===== src/hdl/lnbt_pkg.sv =====
`timescale 1ns / 1ps

package lnbt_pkg;

    localparam int FEAT_W     = 8;
    localparam int W_W        = 32;
    localparam int ACC_W      = 40;
    localparam int PROD_W     = 40;
    localparam int S_W        = 17;
    localparam int E_W        = 18;
    localparam int D_W        = 17;
    localparam int DELTA_W    = 18;
    localparam int LR_W       = 16;
    localparam int APB_ADDR_W = 3;
    localparam int APB_DATA_W = 32;
    localparam int MAX_FEATURES = 3;

    localparam logic [LR_W-1:0] LR_RESET = 16'd3277;
    localparam logic [S_W-1:0]  ONE_Q16  = 17'h10000;

    // register index, taken from paddr[2]
    localparam logic REG_LR = 1'b0;

    localparam logic CMD_TRAIN   = 1'b0;
    localparam logic CMD_PREDICT = 1'b1;

    localparam logic [63:0] Q30_ONE = 64'd1 << 30;

    typedef logic signed [PROD_W-1:0] prod_t;

    typedef struct packed {
        logic mul_en;
        logic acc_en;
        logic upd_lo_en;
        logic upd_en;
    } lane_ctl_t;

    typedef struct packed {
        logic sum_en;
        logic idx_en;
        logic rom_en;
    } eval_ctl_t;

    typedef struct packed {
        logic err_en;
        logic delta_en;
    } grad_ctl_t;

    // elaboration-time helpers for building the sigmoid table
    function automatic logic [63:0] udiv64(input logic [63:0] num, input logic [63:0] den);
        logic [63:0] q;
        logic [63:0] rem;
        q   = '0;
        rem = '0;
        for (int b = 63; b >= 0; b--) begin
            rem = {rem[62:0], num[b]};
            if (rem >= den) begin
                rem  = rem - den;
                q[b] = 1'b1;
            end
        end
        return q;
    endfunction

    // e^-f, f in [0,1], Q2.30
    function automatic logic [63:0] exp_neg_frac(input logic [63:0] f);
        logic [63:0] term;
        longint      sum;
        term = Q30_ONE;
        sum  = longint'(Q30_ONE);
        for (int k = 1; k <= 14; k++) begin
            term = udiv64((term * f) >> 30, 64'(k));
            if ((k & 1) == 1) begin
                sum = sum - longint'(term);
            end else begin
                sum = sum + longint'(term);
            end
        end
        return (sum < 0) ? 64'd0 : 64'(sum);
    endfunction

    function automatic logic [S_W-1:0] sig_entry(input int unsigned idx,
                                                 input int unsigned depth);
        logic [63:0] e1;
        logic [63:0] u;
        logic [63:0] n;
        logic [63:0] r;
        logic [63:0] den;
        logic [63:0] num;
        logic [63:0] q;
        longint      a;
        e1 = exp_neg_frac(Q30_ONE);
        a  = longint'(udiv64(64'(idx) << 34, 64'(depth))) - (longint'(8) <<< 30);
        u  = (a < 0) ? 64'(-a) : 64'(a);
        n  = u >> 30;
        r  = exp_neg_frac(u & (Q30_ONE - 64'd1));
        for (int m = 0; m < 8; m++) begin
            if (64'(m) < n) begin
                r = (r * e1) >> 30;
            end
        end
        den = Q30_ONE + r;
        num = (a >= 0) ? (64'd1 << 46) : (r << 16);
        q   = udiv64(num + (den >> 1), den);
        return q[S_W-1:0];
    endfunction

endpackage


===== src/hdl/lnbt_grad.sv =====
`timescale 1ns / 1ps

module lnbt_grad import lnbt_pkg::*; (
    input  logic                      aclk,
    input  grad_ctl_t                 ctl,
    input  logic [S_W-1:0]            s,
    input  logic                      label,
    output logic signed [E_W-1:0]     error,
    output logic signed [DELTA_W-1:0] delta
);

    localparam int SS_W = 2 * S_W;
    localparam int ED_W = E_W + D_W + 1;

    logic signed [E_W-1:0]     e_reg, e_next;
    logic [D_W-1:0]            d_reg;
    logic signed [DELTA_W-1:0] delta_reg;
    logic [SS_W-1:0]           ss;
    logic signed [ED_W-1:0]    ed;

    assign e_next = $signed({1'b0, s}) - (label ? $signed({1'b0, ONE_Q16}) : $signed(E_W'(0)));
    assign ss     = SS_W'(s) * SS_W'(ONE_Q16 - s);
    assign ed     = ED_W'(e_reg) * ED_W'($signed({1'b0, d_reg}));

    always_ff @(posedge aclk) begin
        if (ctl.err_en) begin
            e_reg <= e_next;
            d_reg <= ss[16 +: D_W];
        end
        if (ctl.delta_en) begin
            delta_reg <= ed[16 +: DELTA_W];
        end
    end

    assign error = e_reg;
    assign delta = delta_reg;

endmodule


===== config.mk =====
export PLATFORM = sky130hd
export DESIGN_NAME = lnbt_grad
export DESIGN_NICKNAME = d
export VERILOG_FILES = /design/src/hdl/lnbt_pkg.sv /design/src/hdl/lnbt_grad.sv
export SDC_FILE = /design/constraint.sdc
export NUM_CORES = 1
export LEC_CHECK = 0
export BUFFER_PORTS_ARGS = -buffer_cell sky130_fd_sc_hd__buf_4
export CORE_ASPECT_RATIO = 1.1
export CORE_MARGIN = 2
export CORE_UTILIZATION = 62
export DETAILED_ROUTE_END_ITERATION = 10
export HOLD_SLACK_MARGIN = 0.03
export PLACE_DENSITY_LB_ADDON = 0.15
export SKIP_LAST_GASP = 1
export SLEW_MARGIN = 20
export SYNTH_ARGS = -nofsm -noshare
export SYNTH_HDL_FRONTEND = slang
export SYNTH_SLANG_ARGS = --single-unit
export TNS_END_PERCENT = 30

===== constraint.sdc =====
create_clock -name aclk -period 26.6 [get_ports aclk]
set_input_delay 5.32 -clock aclk [delete_from_list [all_inputs] [get_ports aclk]]
set_output_delay 5.32 -clock aclk [all_outputs]
set_load 0.02 [all_outputs]

==> results.sh <==
export IMPL_status="completed"
export IMPL_cts_sinks=53
export IMPL_finalHoldViolations=0
export IMPL_synth_top_area_cell="fa_1"
export IMPL_synth_cells=2353
export IMPL_insertion_delay_ns=0.32
export IMPL_dr_pass1_iters=5
export IMPL_cts_tree="yes"
export IMPL_startpoint="s[0]"
export IMPL_ys_types=54
export IMPL_cts_buffers=5
export IMPL_via_per_inst=5.34
export IMPL_grt_use_total_pct=28.6
export IMPL_first_iter_violations=925
export IMPL_hold_start="error[17]"
export IMPL_crit_path_top_delay_cell="ha_1"
export IMPL_die_h_um=203
export IMPL_grt_overflow=0
export IMPL_yosys_warnings=0
export IMPL_ys_dominant_reg_cell="edfxtp_1"
export IMPL_die_w_um=185
export IMPL_period_minus_slack_ns=12.98
export IMPL_finalSetupViolations=0
export IMPL_ctsResizeCount=0
export IMPL_finalCritPeriodShare_pct=48.8
export IMPL_critPathLaunchType="input port"
export IMPL_clock_root_buffer="clkbuf_16"
export IMPL_min_to="delta[17]"
export IMPL_hold_depth=4
export IMPL_timing_fmax_mhz=77.0
export IMPL_core_mm2=0.0353
export IMPL_gp_congestion=0.901
export IMPL_timing_slew_headroom_pct=40.2
export IMPL_grt_max_degree=36
export IMPL_worstHoldPathType="flip-flop to flip-flop"
export IMPL_grt_pass1_wl_mm=83.7
export IMPL_slew_viol_final=0
export IMPL_synthArstFlopShare_pct=0
export IMPL_reg2reg_slack_ns=20.01
export IMPL_io_buffers=56
export IMPL_maxCapViolCount=0
export IMPL_postRouteAntennaNets=0
export IMPL_wire_per_inst_um=17.6
export IMPL_crit_type="input port to flip-flop"
export IMPL_synth_cell_area_mm2=0.0223
export IMPL_place_hpwl_mm=39.9
export IMPL_reg2regPathDepth=18
export IMPL_wirelength_mm=49.3
export IMPL_cpMostUsedCell="fa_1"
export IMPL_r2r_end="delta[17]"
export IMPL_timing_setup_tns_ns=0
export IMPL_synth_edf_count=53
export IMPL_fin_skew_ns=0.00371
export IMPL_htree_levels=2
export IMPL_worst_slew_pin_slew_ns=0.897
export IMPL_seq_area_frac_synth_pct=7.13
export IMPL_antennaDiodeCount=0
export IMPL_max_stage_delay_ns=0.61
export IMPL_ys_seq_elements=53
export IMPL_synthesis_nets=3120
export IMPL_finalNetCount=3092
export IMPL_required_ns=26.66
export IMPL_antenna_found_initial=0
export IMPL_synth_top_area_share_pct=48.0
export IMPL_syn2layout_area_growth_pct=3.72
export IMPL_clockBufferDepth=2
export IMPL_rsz0062_at_grt="false"
export IMPL_via_count=15000
export IMPL_start_util_pct=63.2
export IMPL_clkTransAtPathRegs_ns=0.08
export IMPL_drc=0
export IMPL_synth_area_leaders="fa_1 48%, ha_1 12%, inv_1 11%, edfxtp_1 7.1%, and2_1 4.1%"
export IMPL_dieArea_mm2=0.0375
export IMPL_end_kind="flip-flop"
export IMPL_avgSynthCellArea_um2=9.48
export IMPL_critPathMaxFanout=24
export IMPL_ctsHoldBuffers=0
export IMPL_post_route_util_pct=65.6
export IMPL_rr_startpoint="d_reg[6]"
export IMPL_arrival_ns=13.05
export IMPL_post_route_cells_drive_above_1_share_pct=3.65
export IMPL_grt_pass1_vias=16900
export IMPL_postCtsSetupRepairBufs=0
export IMPL_io_pins=57
export IMPL_row_count=72
export IMPL_fin_hold_ws_ns=1.49
==> layout by cell type, fill, tap and decap left out, types with 2 or more instances in the layout <==
cell	instances
o21bai_1	2
a211o_1	5
nand2_1	219
buf_4	57
clkbuf_16	5
nand4b_1	2
a21o_1	12
a21oi_2	4
xor2_1	17
edfxtp_1	53
or3_1	4
nor2b_1	60
nand3_1	7
fa_1	535
nand4_1	2
nand3b_1	2
o21ai_2	2
inv_2	2
o211ai_1	2
inv_1	649
a41o_1	2
nand2b_1	142
or2_2	7
o21a_1	2
a211oi_1	4
nor3_1	8
and3_1	4
and4_1	2
o21ai_0	11
and2_1	148
ha_1	211
nor2_1	60
a21oi_1	25
xnor2_1	37
==> logic make-up after synthesis <==
family	after synthesis	share of synthesized area (%)
DFF	53	7.13
AOI/OAI and AO/OA	85	2.65
muxes	1	0.0449
and+or+nand+nor	671	15.7
buffers and inverters	743	12.5
xor gates and xnor gates	54	2.12
adders and majority gates	746	59.8
==> cell usage after synthesis, types with 2 or more instances <==
| library cell | instances |
|---|---|
| a211o_1 | 5 |
| a211oi_1 | 4 |
| a21o_1 | 12 |
| a21oi_1 | 25 |
| a21oi_2 | 4 |
| a41o_1 | 2 |
| and2_1 | 148 |
| and3_1 | 4 |
| and4_1 | 2 |
| clkbuf_1 | 90 |
| edfxtp_1 | 53 |
| fa_1 | 535 |
| ha_1 | 211 |
| inv_1 | 649 |
| inv_2 | 2 |
| nand2_1 | 219 |
| nand2b_1 | 142 |
| nand3_1 | 7 |
| nand3b_1 | 2 |
| nand4_1 | 2 |
| nand4b_1 | 2 |
| nor2_1 | 60 |
| nor2b_1 | 60 |
| nor3_1 | 8 |
| o211ai_1 | 2 |
| o21a_1 | 2 |
| o21ai_0 | 11 |
| o21ai_2 | 2 |
| o21bai_1 | 2 |
| or2_2 | 7 |
| or3_1 | 4 |
| xnor2_1 | 37 |
| xor2_1 | 17 |
==> layout make-up <==
type | instances | area [um^2]
fillers | 2858 | 12200
clock buffers | 5 | 125
inverters | 651 | 2440
flip-flops and latches | 53 | 1590
well taps | 481 | 602
repair buffers | 57 | 428
multi-input cells | 1557 | 17900
clock inverters | 3 | 28.8
==> critical path, delay by kind of cell <==
family | cells | cell delay (ns)
adders and majority gates | 9 | 4.00
buffers and inverters | 5 | 0.83
xor gates and xnor gates | 1 | 0.09
AOI/OAI and AO/OA | 7 | 1.40
and+or+nand+nor | 6 | 1.37
==> per-layer routing <==
| layer | share of wire (%) | global-route usage, % | wire length, um | vias up |
|---|---|---|---|---|
| met5 | 0 | 0 | 0 | - |
| met4 | 2.3 | 7.26 | 1150 | 0 |
| met3 | 6.1 | 3.86 | 3020 | 87 |
| met2 | 51 | 50.1 | 24900 | 478 |
| met1 | 41 | 37.6 | 20200 | 7712 |
| li1 | - | - | - | 6710 |
==> how the worst max path moves through the flow <==
stage | to | cells after the start | slack, ns
3_5_place_dp | d_reg[16] | 27 | 13.28
5_1_grt | d_reg[16] | 28 | 13.01
3_3_place_gp | d_reg[16] | 28 | 13.65
2_1_floorplan | d_reg[15] | 30 | 13.99
4_1_cts | d_reg[16] | 28 | 13.66
6_report | d_reg[16] | 28 | 13.62
==> stage by stage <==
stage / worst slack [ns] / cells / instance area (um^2)
floorplan: 13.99 / 2353 / 22300
global placement: 13.65 / 2799 / 23000
detailed placement: 13.28 / 2799 / 23000
CTS: 13.66 / 2807 / 23100
global route: 13.01 / 2807 / 23100
finish: 13.62 / 2807 / 23100
Power is not shown: default switching activity piles up to over one toggle a cycle in this logic, so the estimate is an artifact.
