--- src/hdl/lnbt_pkg.sv ---
`timescale 1ns / 1ps

package lnbt_pkg;

    localparam int FEAT_W     = 8;
    localparam int W_W        = 32;
    localparam int ACC_W      = 40;
    localparam int PROD_W     = 40;
    localparam int S_W        = 17;
    localparam int E_W        = 18;
    localparam int D_W        = 17;
    localparam int DELTA_W    = 18;
    localparam int LR_W       = 16;
    localparam int APB_ADDR_W = 3;
    localparam int APB_DATA_W = 32;
    localparam int MAX_FEATURES = 3;

    localparam logic [LR_W-1:0] LR_RESET = 16'd3277;
    localparam logic [S_W-1:0]  ONE_Q16  = 17'h10000;

    // register index, taken from paddr[2]
    localparam logic REG_LR = 1'b0;

    localparam logic CMD_TRAIN   = 1'b0;
    localparam logic CMD_PREDICT = 1'b1;

    localparam logic [63:0] Q30_ONE = 64'd1 << 30;

    typedef logic signed [PROD_W-1:0] prod_t;

    typedef struct packed {
        logic mul_en;
        logic acc_en;
        logic upd_lo_en;
        logic upd_en;
    } lane_ctl_t;

    typedef struct packed {
        logic sum_en;
        logic idx_en;
        logic rom_en;
    } eval_ctl_t;

    typedef struct packed {
        logic err_en;
        logic delta_en;
    } grad_ctl_t;

    // elaboration-time helpers for building the sigmoid table
    function automatic logic [63:0] udiv64(input logic [63:0] num, input logic [63:0] den);
        logic [63:0] q;
        logic [63:0] rem;
        q   = '0;
        rem = '0;
        for (int b = 63; b >= 0; b--) begin
            rem = {rem[62:0], num[b]};
            if (rem >= den) begin
                rem  = rem - den;
                q[b] = 1'b1;
            end
        end
        return q;
    endfunction

    // e^-f, f in [0,1], Q2.30
    function automatic logic [63:0] exp_neg_frac(input logic [63:0] f);
        logic [63:0] term;
        longint      sum;
        term = Q30_ONE;
        sum  = longint'(Q30_ONE);
        for (int k = 1; k <= 14; k++) begin
            term = udiv64((term * f) >> 30, 64'(k));
            if ((k & 1) == 1) begin
                sum = sum - longint'(term);
            end else begin
                sum = sum + longint'(term);
            end
        end
        return (sum < 0) ? 64'd0 : 64'(sum);
    endfunction

    function automatic logic [S_W-1:0] sig_entry(input int unsigned idx,
                                                 input int unsigned depth);
        logic [63:0] e1;
        logic [63:0] u;
        logic [63:0] n;
        logic [63:0] r;
        logic [63:0] den;
        logic [63:0] num;
        logic [63:0] q;
        longint      a;
        e1 = exp_neg_frac(Q30_ONE);
        a  = longint'(udiv64(64'(idx) << 34, 64'(depth))) - (longint'(8) <<< 30);
        u  = (a < 0) ? 64'(-a) : 64'(a);
        n  = u >> 30;
        r  = exp_neg_frac(u & (Q30_ONE - 64'd1));
        for (int m = 0; m < 8; m++) begin
            if (64'(m) < n) begin
                r = (r * e1) >> 30;
            end
        end
        den = Q30_ONE + r;
        num = (a >= 0) ? (64'd1 << 46) : (r << 16);
        q   = udiv64(num + (den >> 1), den);
        return q[S_W-1:0];
    endfunction

endpackage

--- src/hdl/lnbt_lane.sv ---
`timescale 1ns / 1ps

module lnbt_lane import lnbt_pkg::*; (
    input  logic                      aclk,
    input  logic                      aresetn,
    input  lane_ctl_t                 ctl,
    input  logic signed [FEAT_W-1:0]  x,
    input  logic signed [DELTA_W-1:0] delta,
    input  logic [LR_W-1:0]           lr,
    output prod_t                     prod,
    output logic signed [W_W-1:0]     weight
);

    localparam int DX_W  = DELTA_W + FEAT_W;
    localparam int HALF  = ACC_W / 2;
    localparam int PLO_W = LR_W + HALF;
    localparam int PHI_W = LR_W + 1 + (ACC_W - HALF);
    localparam int FULL_W = PHI_W + HALF;
    localparam int STEP_W = FULL_W - 16;
    localparam int DIFF_W = STEP_W + 1;

    logic signed [W_W-1:0]    weight_reg, weight_next;
    logic signed [ACC_W-1:0]  acc_reg, acc_next;
    prod_t                    prod_reg;
    logic [PLO_W-1:0]         plo_reg;
    logic signed [PHI_W-1:0]  phi_reg;

    logic signed [DX_W-1:0]   dx;
    logic signed [ACC_W:0]    acc_sum;
    prod_t                    wx;
    logic [PLO_W-1:0]         plo_next;
    logic signed [PHI_W-1:0]  phi_next;
    logic signed [FULL_W-1:0] full;
    logic signed [STEP_W-1:0] step;
    logic signed [DIFF_W-1:0] diff;

    assign wx       = PROD_W'(weight_reg) * PROD_W'(x);
    assign dx       = DX_W'(delta) * DX_W'(x);
    assign acc_sum  = {acc_reg[ACC_W-1], acc_reg} + {{(ACC_W + 1 - DX_W){dx[DX_W-1]}}, dx};
    assign plo_next = PLO_W'(lr) * PLO_W'(acc_reg[HALF-1:0]);
    assign phi_next = PHI_W'($signed({1'b0, lr})) * PHI_W'($signed(acc_reg[ACC_W-1:HALF]));
    assign full     = {phi_reg, {HALF{1'b0}}} + $signed({{(FULL_W - PLO_W){1'b0}}, plo_reg});
    assign step     = full[FULL_W-1:16];
    assign diff     = {{(DIFF_W - W_W){weight_reg[W_W-1]}}, weight_reg} - {step[STEP_W-1], step};

    always_comb begin
        if (acc_sum[ACC_W] != acc_sum[ACC_W-1]) begin
            acc_next = acc_sum[ACC_W] ? {1'b1, {(ACC_W-1){1'b0}}} : {1'b0, {(ACC_W-1){1'b1}}};
        end else begin
            acc_next = acc_sum[ACC_W-1:0];
        end
        if (diff[DIFF_W-1:W_W-1] != {(DIFF_W - W_W + 1){diff[DIFF_W-1]}}) begin
            weight_next = diff[DIFF_W-1] ? {1'b1, {(W_W-1){1'b0}}} : {1'b0, {(W_W-1){1'b1}}};
        end else begin
            weight_next = diff[W_W-1:0];
        end
    end

    always_ff @(posedge aclk) begin
        if (!aresetn) begin
            weight_reg <= '0;
            acc_reg    <= '0;
        end else if (ctl.upd_en) begin
            weight_reg <= weight_next;
            acc_reg    <= '0;
        end else if (ctl.acc_en) begin
            acc_reg <= acc_next;
        end
    end

    always_ff @(posedge aclk) begin
        if (ctl.mul_en) begin
            prod_reg <= wx;
        end
        if (ctl.upd_lo_en) begin
            plo_reg <= plo_next;
            phi_reg <= phi_next;
        end
    end

    assign prod   = prod_reg;
    assign weight = weight_reg;

endmodule

--- config.mk ---
export PLATFORM = sky130hd
export DESIGN_NAME = lnbt_lane
export DESIGN_NICKNAME = d
export VERILOG_FILES = /design/src/hdl/lnbt_pkg.sv /design/src/hdl/lnbt_lane.sv
export SDC_FILE = /design/constraint.sdc
export NUM_CORES = 2
export LEC_CHECK = 0
export BUFFER_PORTS_ARGS = -buffer_cell sky130_fd_sc_hd__buf_2
export CAP_MARGIN = 20
export CORE_MARGIN = 8
export CORE_UTILIZATION = 45
export CTS_BUF_LIST = sky130_fd_sc_hd__clkbuf_16
export DETAILED_ROUTE_END_ITERATION = 10
export HOLD_SLACK_MARGIN = 0.06
export PLACE_DENSITY_LB_ADDON = 0.12
export SETUP_SLACK_MARGIN = 0.2
export SKIP_CTS_REPAIR_TIMING = 1
export SLEW_MARGIN = 20
export SYNTH_ARGS = -nofsm -noshare
export SYNTH_HDL_FRONTEND = slang
export SYNTH_SLANG_ARGS = --single-unit
--- constraint.sdc ---
create_clock -name aclk -period 7.9 [get_ports aclk]
set_input_delay 0.79 -clock aclk [delete_from_list [all_inputs] [get_ports aclk]]
set_output_delay 0.79 -clock aclk [all_outputs]
set_load 0.1 [all_outputs]
==> flow_metrics.env <==
export IMPL_report_final_slew_viol_count=0
export IMPL_synth_most_common_cell="inv_1"
export IMPL_ys_ff_latch=169
export IMPL_path_max_fanout=10
export IMPL_synthTopCellsByCount="1063 x inv_1, 973 x fa_1, 578 x nand2_1"
export IMPL_place_congestion=0.9135
export IMPL_drive_above_1_share_pct=6.274
export IMPL_drv_cap=0
export IMPL_finalHoldViolCount=0
export IMPL_vias=34230
export IMPL_synth_async_reset_ratio_pct=0
export IMPL_hpwl_mm=103.4
export IMPL_max_freq_mhz=140.8
export IMPL_grt_overflow=0
export IMPL_fin_tns_setup_ns=0
export IMPL_synth_cell_type_count=88
export IMPL_seq_area_mm2=0.004354
export IMPL_finalSetupViolations=0
export IMPL_cts_made_buffers=17
export IMPL_syn_to_final_growth_pct=6.557
export IMPL_ios=120
export IMPL_worst_setup_path_type="register to register"
export IMPL_grt_use_total_pct=22.04
export IMPL_tightest_slew_ns=1.081
export IMPL_clock_root_buffer="clkbuf_16"
export IMPL_synth_top_cell_by_area="fa_1"
export IMPL_htreeDepth=4
export IMPL_clock_sinks=169
export IMPL_antenna_found_initial=0
export IMPL_skew_ns=0.01376
export IMPL_synth_area_mm2=0.04744
export IMPL_dieArea_mm2=0.1161
export IMPL_worstRegToRegCells=23
export IMPL_ys_flop_type="edfxtp_1"
export IMPL_layout_setup_ws_ns=0.7968
export IMPL_required_ns=8.14
export IMPL_synth_cells=5117
export IMPL_synth_area_leaders="fa_1 41%, ha_1 11%, inv_1 8.4%, and2_1 7.1%, edfxtp_1 6.1%"
export IMPL_critPathLaunch="acc_reg[5]$_SDFFE_PP0P_"
export IMPL_final_util_pct=48.15
export IMPL_grt_pass1_wl_mm=205.8
export IMPL_hold_class="register to register"
export IMPL_clock_latency_ns=0.50
export IMPL_place_worst_setup_slack_ns=0.2381
export IMPL_synth_edff_count=97
export IMPL_grt_max_degree=80
export IMPL_row_count=119
export IMPL_path_clk_slew_ns=0.08
export IMPL_critical_path_arrival_ns=7.34
export IMPL_holdWs_ns=0.6219
export IMPL_die_y_um=340.7
export IMPL_status="completed"
export IMPL_drt_pass1_iterations=6
export IMPL_rsz0062_at_grt="no"
export IMPL_core_area_mm2=0.1050
export IMPL_portBuffers=119
export IMPL_drc=0
export IMPL_cts_path_max_buffers=2
export IMPL_initial_core_util_pct=45.19
export IMPL_r2r_start="acc_reg[5]$_SDFFE_PP0P_"
export IMPL_syn_avg_cell_area_um2=9.270
export IMPL_syn_num_nets=6558
export IMPL_slew_headroom_pct=27.85
export IMPL_multi_input_area_mm2=0.03837
export IMPL_fill_cells=10300
export IMPL_timing_final_crit_share_pct=89.91
export IMPL_worst_hold_path_num_cells=2
export IMPL_synth_seq_area_share_pct=9.179
export IMPL_period_minus_slack_ns=7.103
export IMPL_yosys_warnings=0
export IMPL_via_per_inst=5.196
export IMPL_antenna_left=0
export IMPL_wire_per_inst_um=18.92
export IMPL_grt_pass1_vias=36720
export IMPL_worstSetupStartpointType="register"
export IMPL_netlist_area_leader_share_pct=41.06
export IMPL_finalWirelength_mm=124.6
export IMPL_layout_nets=6624
export IMPL_critPathCaptureType="register"
export IMPL_drt_iter0_markers=1963
export IMPL_die_w_um=340.7
export IMPL_hold_path_startpoint="plo_reg[16]$_DFFE_PP_"
export IMPL_cts_tree="built"
metrics by stage:
| step | cells | cell area (µm²) |
|---|---|---|
| floorplan | 5117 | 47440 |
| global placement | 6555 | 50010 |
| detailed placement | 6555 | 50010 |
| CTS | 6587 | 50540 |
| global route | 6587 | 50540 |
| finish | 6588 | 50550 |
metal layers:
layer	wire [µm]	global-route usage (%)	up-vias	part of all wire [%]
li1	-	-	15900	-
met1	59550	31.64	17570	48
met2	58540	36.78	678	47
met3	5118	2.269	82	4.1
met4	1440	3.427	0	1.2
met5	0	0	-	0
kinds of logic (layout without fill, tap and decap cells):
| logic type | Yosys count | count (layout) | synth area share (%) |
|---|---|---|---|
| adders and majority gates | 1432 | 1432 | 52.96 |
| muxes | 4 | 4 | 0.08441 |
| and+or+nand+nor | 1451 | 1451 | 15.56 |
| xor gates and xnor gates | 201 | 201 | 3.711 |
| other | 0 | 1 | 0 |
| buffers and inverters | 1255 | 1334 | 9.994 |
| DFF | 169 | 169 | 9.179 |
| AOI/OAI and AO/OA | 605 | 605 | 8.506 |
cell usage in the layout, fill, tap and decap left out, types with 25 or more instances in the layout:
cell type / synthesis / routed
inv_1: 1063 / 1065
fa_1: 973 / 973
nand2_1: 578 / 578
and2_1: 535 / 535
ha_1: 420 / 420
a21oi_1: 192 / 192
o21ai_0: 120 / 120
buf_2: 6 / 119
buf_4: 2 / 115
xnor2_1: 112 / 110
nor2_1: 102 / 102
edfxtp_1: 97 / 97
xor2_1: 89 / 89
a21o_1: 80 / 80
dfxtp_1: 72 / 72
nand2b_1: 49 / 49
nand3_1: 46 / 46
maj3_1: 39 / 39
o21a_1: 27 / 27
nor3_1: 25 / 25
nand4_1: 25 / 25
worst max-delay path, cell delays in order (launching register included):
cell	delay, ns
dfxtp_1	0.61
buf_4	0.27
nand2_1	0.08
fa_1	0.48
inv_1	0.05
fa_1	0.50
inv_1	0.06
fa_1	0.53
inv_1	0.05
fa_1	0.46
fa_1	0.49
inv_1	0.05
fa_1	0.47
inv_1	0.04
ha_1	0.29
nand2_1	0.07
o21ai_0	0.20
o21ai_0	0.12
o21bai_1	0.38
a311oi_1	0.22
o31ai_1	0.60
a21oi_1	0.24
o41ai_1	0.46
xnor2_1	0.12
layout make-up:
type                            count  area share [%]
Clock buffer                       17          0.8416
Timing Repair Buffer              239           3.084
Multi-Input combinational cell   3693           75.91
Antenna cell                        1        0.004951
Inverter                         1063           7.894
Sequential cell                   169           8.614
Clock inverter                     15          0.2079
Tap cell                         1391           3.443
worst paths after layout:
| kind | to | slack (ns) |
|---|---|---|
| setup / recovery | plo_reg[35]$_DFFE_PP_ | 0.80 |
| hold / removal | weight[0]$_SDFFE_PN0P_ | 0.62 |
| setup reg to reg | plo_reg[35]$_DFFE_PP_ | 0.80 |
| hold reg to reg | weight[0]$_SDFFE_PN0P_ | 0.62 |
Power is left out: the tool's default activity adds up to more than one toggle a clock period on the data nets, which glitch-free logic cannot reach.
